==> src/design/hcc_pkg.sv <==
package hcc_pkg;

    localparam int TableWidth  = 36;
    localparam int EnableWidth = 6;
    localparam int DutyWidth   = 7;
    localparam int TickWidth   = 32;
    localparam int LevelWidth  = 11;
    localparam int HallWidth   = 3;
    localparam int CfgIdxWidth = 1;

    localparam logic [DutyWidth-1:0]         DutyMax      = 7'd90;
    localparam logic signed [LevelWidth-1:0] DeadBand     = 11'sd10;
    // |level| at or above this saturates the duty
    localparam logic [LevelWidth-1:0]        DutySatLevel = 11'd900;
    // x / 10 == (x * 205) >> 11 for x below 900
    localparam logic [7:0]                   DivTenMul    = 8'd205;
    localparam int                           DivTenShift  = 11;

    localparam logic [CfgIdxWidth-1:0] CFG_FORWARD_TABLE = 1'd0;
    localparam logic [CfgIdxWidth-1:0] CFG_REVERSE_TABLE = 1'd1;

    typedef enum logic [1:0] {
        CMD_HALL_EDGE    = 2'd0,
        CMD_DRIVE_UPDATE = 2'd1,
        CMD_RESYNC       = 2'd2
    } cmd_t;

    typedef enum logic [1:0] {
        DIR_NONE = 2'd0,
        DIR_FWD  = 2'd1,
        DIR_REV  = 2'd2
    } dir_t;

    typedef struct packed {
        logic signed [TickWidth-1:0] tick_total;
        logic [2:0]                  last_sector;
        dir_t                        rotation_dir;
        logic                        resync_pending;
        logic [DutyWidth-1:0]        duty_value;
        logic [EnableWidth-1:0]      bridge_state;
    } state_t;

    function automatic logic [2:0] hall_sector(input logic [HallWidth-1:0] hall);
        logic [2:0] sector;
        case (hall)
            3'd1:    sector = 3'd0;
            3'd2:    sector = 3'd2;
            3'd3:    sector = 3'd1;
            3'd4:    sector = 3'd4;
            3'd5:    sector = 3'd5;
            3'd6:    sector = 3'd3;
            default: sector = 3'd0;
        endcase
        return sector;
    endfunction

endpackage

==> src/design/hcc_cfg.sv <==
module hcc_cfg
(
    input  logic                                clk,
    input  logic                                rst_n,
    input  logic                                cfg_valid,
    input  logic [hcc_pkg::CfgIdxWidth-1:0]     cfg_index,
    input  logic [hcc_pkg::TableWidth-1:0]      cfg_data,
    output logic [hcc_pkg::TableWidth-1:0]      forward_table,
    output logic [hcc_pkg::TableWidth-1:0]      reverse_table
);

    logic [hcc_pkg::TableWidth-1:0] fwd_reg;
    logic [hcc_pkg::TableWidth-1:0] rev_reg;

    always_ff @(posedge clk or negedge rst_n)
    begin
        if (!rst_n)
        begin
            fwd_reg <= '0;
            rev_reg <= '0;
        end
        else if (cfg_valid)
        begin
            case (cfg_index)
                hcc_pkg::CFG_FORWARD_TABLE: fwd_reg <= cfg_data;
                hcc_pkg::CFG_REVERSE_TABLE: rev_reg <= cfg_data;
                default:
                begin
                end
            endcase
        end
    end

    assign forward_table = fwd_reg;
    assign reverse_table = rev_reg;

endmodule

==> src/design/hcc_step.sv <==
module hcc_step
(
    input  hcc_pkg::state_t                        state_cur,
    input  logic [1:0]                             cmd,
    input  logic [hcc_pkg::HallWidth-1:0]          hall_word,
    input  logic signed [hcc_pkg::LevelWidth-1:0]  drive_level,
    input  logic [hcc_pkg::TableWidth-1:0]         forward_table,
    input  logic [hcc_pkg::TableWidth-1:0]         reverse_table,
    output hcc_pkg::state_t                        state_next,
    output logic                                   hall_fault
);

    function automatic logic [hcc_pkg::EnableWidth-1:0] table_entry(
        input logic [hcc_pkg::TableWidth-1:0] tbl,
        input logic [hcc_pkg::HallWidth-1:0]  hall
    );
        logic [hcc_pkg::EnableWidth-1:0] entry;
        case (hall)
            3'd1:    entry = tbl[5:0];
            3'd2:    entry = tbl[11:6];
            3'd3:    entry = tbl[17:12];
            3'd4:    entry = tbl[23:18];
            3'd5:    entry = tbl[29:24];
            3'd6:    entry = tbl[35:30];
            default: entry = '0;
        endcase
        return entry;
    endfunction

    logic                                   hall_ok;
    logic [2:0]                             sector;
    logic signed [3:0]                      delta_raw;
    logic signed [3:0]                      delta;
    hcc_pkg::state_t                        hs_state;
    logic [hcc_pkg::LevelWidth-1:0]         level_mag;
    logic [18:0]                            div_prod;
    logic [hcc_pkg::DutyWidth-1:0]          duty_calc;
    hcc_pkg::dir_t                          dir_calc;

    // hall step on the current state
    always_comb
    begin
        hall_ok   = (hall_word != 3'd0) && (hall_word != 3'd7);
        sector    = hcc_pkg::hall_sector(hall_word);
        delta_raw = $signed({1'b0, sector}) - $signed({1'b0, state_cur.last_sector});
        if (delta_raw <= -4'sd3)
            delta = delta_raw + 4'sd6;
        else if (delta_raw >= 4'sd3)
            delta = delta_raw - 4'sd6;
        else
            delta = delta_raw;

        hs_state = state_cur;
        if (hall_ok)
        begin
            hs_state.tick_total  = state_cur.tick_total
                                 + {{(hcc_pkg::TickWidth-4){delta[3]}}, delta};
            hs_state.last_sector = sector;
        end
        case (state_cur.rotation_dir)
            hcc_pkg::DIR_FWD:
                hs_state.bridge_state = hall_ok ? table_entry(forward_table, hall_word) : '0;
            hcc_pkg::DIR_REV:
                hs_state.bridge_state = hall_ok ? table_entry(reverse_table, hall_word) : '0;
            default:
            begin
                hs_state.bridge_state   = '0;
                hs_state.resync_pending = 1'b1;
            end
        endcase
    end

    // direction and duty from the drive level
    always_comb
    begin
        level_mag = drive_level[hcc_pkg::LevelWidth-1]
                  ? hcc_pkg::LevelWidth'(-drive_level)
                  : hcc_pkg::LevelWidth'(drive_level);
        div_prod  = level_mag * hcc_pkg::DivTenMul;
        if (level_mag >= hcc_pkg::DutySatLevel)
            duty_calc = hcc_pkg::DutyMax;
        else
            duty_calc = div_prod[hcc_pkg::DivTenShift +: hcc_pkg::DutyWidth];

        if (drive_level > hcc_pkg::DeadBand)
            dir_calc = hcc_pkg::DIR_FWD;
        else if (drive_level < -hcc_pkg::DeadBand)
            dir_calc = hcc_pkg::DIR_REV;
        else
            dir_calc = hcc_pkg::DIR_NONE;
    end

    always_comb
    begin
        state_next = state_cur;
        hall_fault = 1'b0;
        case (cmd)
            hcc_pkg::CMD_HALL_EDGE:
            begin
                state_next = hs_state;
                hall_fault = !hall_ok;
            end
            hcc_pkg::CMD_DRIVE_UPDATE:
            begin
                if (state_cur.resync_pending)
                begin
                    state_next = hs_state;
                    hall_fault = !hall_ok;
                end
                state_next.resync_pending = 1'b0;
                state_next.rotation_dir   = dir_calc;
                state_next.duty_value     = duty_calc;
            end
            hcc_pkg::CMD_RESYNC:
                state_next.resync_pending = 1'b1;
            default:
            begin
            end
        endcase
    end

endmodule

==> src/design/hall_commutation_tick_counter.sv <==
// Six-step commutation with a hall position counter. Each input beat carries a
// command (hall edge, drive update, resync request) and the hall word and drive
// level; each beat returns exactly one output beat with the bridge enables, duty,
// tick count, direction and the hall fault of that beat. One beat is taken every
// clock unless the output stalls. A beat is captured in the input register at its
// accepting edge and the step logic writes the result register when that beat
// advances. The result register carries the state update so the following beat
// sees it at once. While the output is not taken the input register keeps its beat
// and the input stalls. The user must write the gate tables through the cfg port,
// which is always ready, only while no beat is in flight; it is not enforced.
module hall_commutation_tick_counter
(
    input  logic                                clk,
    input  logic                                rst_n,
    input  logic                                s_tvalid,
    output logic                                s_tready,
    input  logic [15:0]                         s_tdata,  // hall_word, drive_level
    input  logic [1:0]                          s_tuser,  // cmd
    output logic                                m_tvalid,
    input  logic                                m_tready,
    // bridge_enables, duty_percent, tick_count, direction, hall_fault
    output logic [47:0]                         m_tdata,
    input  logic                                cfg_valid,
    output logic                                cfg_ready,
    input  logic [hcc_pkg::CfgIdxWidth-1:0]     cfg_index,
    input  logic [hcc_pkg::TableWidth-1:0]      cfg_data
);

    logic                                       in_valid_reg;
    logic [1:0]                                 in_cmd_reg;
    logic [hcc_pkg::HallWidth-1:0]              in_hall_reg;
    logic signed [hcc_pkg::LevelWidth-1:0]      in_level_reg;
    logic                                       out_valid_reg;
    logic                                       out_fault_reg;
    hcc_pkg::state_t                            state_reg;
    hcc_pkg::state_t                            state_next;
    logic                                       fault_next;
    logic                                       advance;
    logic [hcc_pkg::TableWidth-1:0]             forward_table;
    logic [hcc_pkg::TableWidth-1:0]             reverse_table;

    hcc_cfg u_cfg
    (
        .clk           (clk),
        .rst_n         (rst_n),
        .cfg_valid     (cfg_valid),
        .cfg_index     (cfg_index),
        .cfg_data      (cfg_data),
        .forward_table (forward_table),
        .reverse_table (reverse_table)
    );

    hcc_step u_step
    (
        .state_cur     (state_reg),
        .cmd           (in_cmd_reg),
        .hall_word     (in_hall_reg),
        .drive_level   (in_level_reg),
        .forward_table (forward_table),
        .reverse_table (reverse_table),
        .state_next    (state_next),
        .hall_fault    (fault_next)
    );

    assign cfg_ready = 1'b1;
    assign advance   = in_valid_reg && (!out_valid_reg || m_tready);
    assign s_tready  = !in_valid_reg || advance;

    always_ff @(posedge clk or negedge rst_n)
    begin
        if (!rst_n)
            in_valid_reg <= 1'b0;
        else if (s_tready)
            in_valid_reg <= s_tvalid;
    end

    always_ff @(posedge clk)
    begin
        if (s_tready && s_tvalid)
        begin
            in_cmd_reg   <= s_tuser;
            in_hall_reg  <= s_tdata[2:0];
            in_level_reg <= s_tdata[13:3];
        end
    end

    // the state doubles as the result payload
    always_ff @(posedge clk or negedge rst_n)
    begin
        if (!rst_n)
        begin
            out_valid_reg            <= 1'b0;
            state_reg.tick_total     <= '0;
            state_reg.last_sector    <= '0;
            state_reg.rotation_dir   <= hcc_pkg::DIR_NONE;
            state_reg.resync_pending <= 1'b1;
            state_reg.duty_value     <= '0;
            state_reg.bridge_state   <= '0;
        end
        else if (advance)
        begin
            out_valid_reg <= 1'b1;
            state_reg     <= state_next;
        end
        else if (m_tready)
            out_valid_reg <= 1'b0;
    end

    always_ff @(posedge clk)
    begin
        if (advance)
            out_fault_reg <= fault_next;
    end

    assign m_tvalid = out_valid_reg;
    assign m_tdata  = {out_fault_reg,
                       state_reg.rotation_dir,
                       state_reg.tick_total,
                       state_reg.duty_value,
                       state_reg.bridge_state};

    a_duty_saturated: assert property (@(posedge clk) disable iff (!rst_n)
        state_reg.duty_value <= hcc_pkg::DutyMax)
        else $error("duty above saturation limit");

    a_fault_bridge_off: assert property (@(posedge clk) disable iff (!rst_n)
        (m_tvalid && out_fault_reg) |-> (state_reg.bridge_state == '0))
        else $error("hall fault with bridge enabled");

    a_stall_only_when_full: assert property (@(posedge clk) disable iff (!rst_n)
        !s_tready |-> (in_valid_reg && m_tvalid && !m_tready))
        else $error("input stalled without backpressure");

    a_advance_gives_result: assert property (@(posedge clk) disable iff (!rst_n)
        advance |=> m_tvalid)
        else $error("result lost after step");

endmodule
==> config.mk <==
export PLATFORM = sky130hd
export DESIGN_NAME = hall_commutation_tick_counter
export DESIGN_NICKNAME = d
export VERILOG_FILES = /design/src/design/hcc_pkg.sv /design/src/design/hcc_cfg.sv /design/src/design/hcc_step.sv /design/src/design/hall_commutation_tick_counter.sv
export SDC_FILE = /design/constraint.sdc
export NUM_CORES = 1
export LEC_CHECK = 0
export ABC_AREA = 1
export BUFFER_PORTS_ARGS = -buffer_cell sky130_fd_sc_hd__clkbuf_2
export CELL_PAD_IN_SITES_DETAIL_PLACEMENT = 0
export CELL_PAD_IN_SITES_GLOBAL_PLACEMENT = 1
export CORE_ASPECT_RATIO = 0.9
export CORE_MARGIN = 4
export CORE_UTILIZATION = 49
export CTS_BUF_LIST = sky130_fd_sc_hd__clkbuf_4
export DETAILED_ROUTE_END_ITERATION = 12
export PLACE_DENSITY_LB_ADDON = 0.1
export SLEW_MARGIN = 20
export SYNTH_ARGS = -nofsm -noshare
export SYNTH_HDL_FRONTEND = slang
export SYNTH_SLANG_ARGS = --single-unit
==> constraint.sdc <==
create_clock -name clk -period 12.4 [get_ports clk]
set_input_delay 3.72 -clock clk [delete_from_list [all_inputs] [get_ports clk]]
set_output_delay 3.72 -clock clk [all_outputs]
set_load 0.005 [all_outputs]
==> impl_metrics.py <==
metrics = {
    "global_route": {
        "grt_overflow": 0,
        "grt_usage": 0.2164,
        "grt_max_degree": 73,
        "grt_antenna_before_repair": 1,
        "grt_pass1_vias": 7970,
        "grt_pass1_wl_mm": 41.10,
    },
    "critical_path": {
        "start_kind": "input port",
        "critPathMaxFanout": 3,
        "worstSetupPathType": "in -> out",
        "cp-end-kind": "output pin",
        "cp_data_required_time_ns": 8.68,
        "cp_data_arrival_time_ns": 4.10,
    },
    "floorplanning": {
        "core_um2": 20290,
        "die_width_um": 160.6,
        "die_area_um2": 23330,
        "rows": 49,
        "start_util": 0.5058,
        "io_pins": 111,
        "die_h_um": 145.3,
    },
    "synthesis": {
        "synth-seq-cells": 142,
        "synthCells": 1312,
        "synth.area.top_cells": "dfrtp_1 30%, nand2_1 13%, ha_1 12%",
        "syn_area_per_cell_um2": 7.824,
        "synth_nets": 1493,
        "synthFlopType": "dfrtp_1",
        "yosys_warnings": 0,
        "synth_edf_count": 17,
        "ys_async_sr_fraction": 0.8803,
        "syn_area_um2": 10260,
        "synth_top_area_cell": "dfrtp_1",
        "synth_cell_types": 44,
        "netlist.area_leader.share": 0.3023,
        "synth_seq_area_share": 0.3546,
    },
    "timing": {
        "slew_viol_final": 0,
        "timing.fmax_mhz": 127.9,
        "period_share": 0.6304,
        "skew_ns": 0.02970,
        "setup_viol": 0,
        "hold_viol_final": 0,
        "tightest_slew_ns": 0.9694,
        "period_needed_ns": 7.817,
        "tns_ns": 0,
        "max_slew_margin": 0.3514,
        "rsz0062_at_grt": "no",
    },
    "place": {
        "dp_hpwl_mm": 19.31,
        "port_buffers": 107,
        "place_congestion": 0.9144,
    },
    "detailed_routing": {
        "wl_per_cell_um": 14.94,
        "wl_mm": 24.77,
        "first_iter_violations": 546,
        "vias": 8402,
        "avgViaCountPerCell": 5.068,
        "final_antenna_net_count": 0,
        "drc": 0,
        "first_pass_iters": 5,
    },
    "outcome": {
        "status": "completed",
    },
    "clock_network": {
        "clk_pin_slew_ns": 0.16,
        "cts.sinks": 142,
        "clockRootBuffer": "clkbuf_4",
        "cts_tree": "done",
        "hold_buffers": 0,
        "cts_resized": 0,
        "cts_htree_levels": 4,
        "cts_setup_buffers": 0,
        "insertion_delay_ns": 0.55,
        "cts_buffers": 17,
        "clk_path_buf_depth": 2,
    },
    "cells_and_area": {
        "largest_reg_flops": 47,
        "area_growth_pct": 7.009,
        "drive_gt1_frac": 0.1206,
        "nets": 1545,
    },
    "min_path": {
        "hp-class": "reg -> reg",
    },
    "flow_run": {
        "drv_cap": 0,
    },
}
cells by family after synthesis:
logic type      synth area share
buf+inv                   0.1113
simple gates              0.2218
fa+ha+maj                 0.1636
other cells            0.0003653
xor+xnor                 0.01963
flops                     0.3546
compound gates            0.1258
mux                     0.002926
critical path: stages:
cell and delay (ns):
clkbuf_2 0.08, inv_1 0.06, nand3_1 0.11, clkbuf_2 0.13
metrics by stage:
stage          utilization  instances  instance area (um2)  hold WS (ns)  worst slack [ns]
4_1_cts             0.5409       1657                10980        0.5015             4.580
5_1_grt             0.5413       1658                10980        0.5230             4.525
2_1_floorplan            -       1312                10260        0.4500             4.811
3_5_place_dp        0.5262       1625                10680        0.4653             4.584
6_report            0.5413       1658                10980        0.4977             4.583
3_3_place_gp        0.5262       1625                10680        0.4626             4.596
worst paths after layout:
path                                      from  slack, ns           to  depth (start not counted)
worst max-delay path                  m_tready       4.58     s_tready                          4
worst min-delay path                m_tdata[9]       0.50   m_tdata[9]                          2
worst min register to register      m_tdata[9]       0.50   m_tdata[9]                          2
worst max register to register  in_hall_reg[2]       7.01  m_tdata[33]                         22
min in group asynchronous                rst_n       3.25   m_tdata[9]                          1
max in group asynchronous                rst_n       7.84   m_tdata[1]                          2
final cells by class:
class / count / area, um2
tap: 280 / 350.3
inverter: 168 / 630.6
clock buffer: 17 / 127.6
clock inverter: 15 / 171.4
sequential: 142 / 3640
fill: 2018 / 9309
multi-input combinational: 925 / 5502
antenna: 1 / 2.502
timing repair buffer: 110 / 560.5
per-layer routing:
metal / vias to the layer above / routed length (um) / global-route usage
li1: 4361 / - / -
met1: 3809 / 12810 / 0.3364
met2: 218 / 10380 / 0.3156
met3: 14 / 1397 / 0.04594
met4: 0 / 181 / 0.03441
met5: - / 0 / 0
placed cells by master (no fill, tap or decap), types with 3 or more instances in the layout:
cell type,count
o21ai_1,6
xnor2_1,8
nor3_2,3
ha_1,99
or2_1,3
clkbuf_2,106
nor2_1,71
nand3b_1,4
inv_6,4
o21ai_2,4
nor2_4,3
inv_1,163
nand2_2,3
clkbuf_4,17
o21a_1,3
o31ai_1,4
xor2_1,15
nor3_1,13
mux2i_1,3
buf_4,4
a22oi_1,5
fa_1,22
nand4_1,18
a21oi_1,60
or2_2,4
a22o_1,8
nor4_1,3
nand3_1,74
inv_8,4
o21bai_1,4
edfxtp_1,17
inv_2,6
a21o_1,7
dfrtp_1,124
a31oi_1,4
nand2_1,344
o21ai_0,121
synthesized netlist by cell type, types with 5 or more instances:
| cell | n |
|---|---|
| nand2_1 | 346 |
| inv_1 | 163 |
| dfrtp_1 | 124 |
| o21ai_0 | 121 |
| ha_1 | 99 |
| nand3_1 | 74 |
| nor2_1 | 71 |
| a21oi_1 | 60 |
| buf_4 | 53 |
| fa_1 | 22 |
| nand4_1 | 18 |
| edfxtp_1 | 17 |
| xor2_1 | 15 |
| clkbuf_1 | 14 |
| nor3_1 | 14 |
| a22o_1 | 8 |
| xnor2_1 | 8 |
| a21o_1 | 7 |
| buf_2 | 7 |
| o21ai_1 | 7 |
| a22oi_1 | 5 |
| inv_2 | 5 |
Power is not shown: default switching activity piles up to over one toggle a cycle in this logic, so the estimate is an artifact.
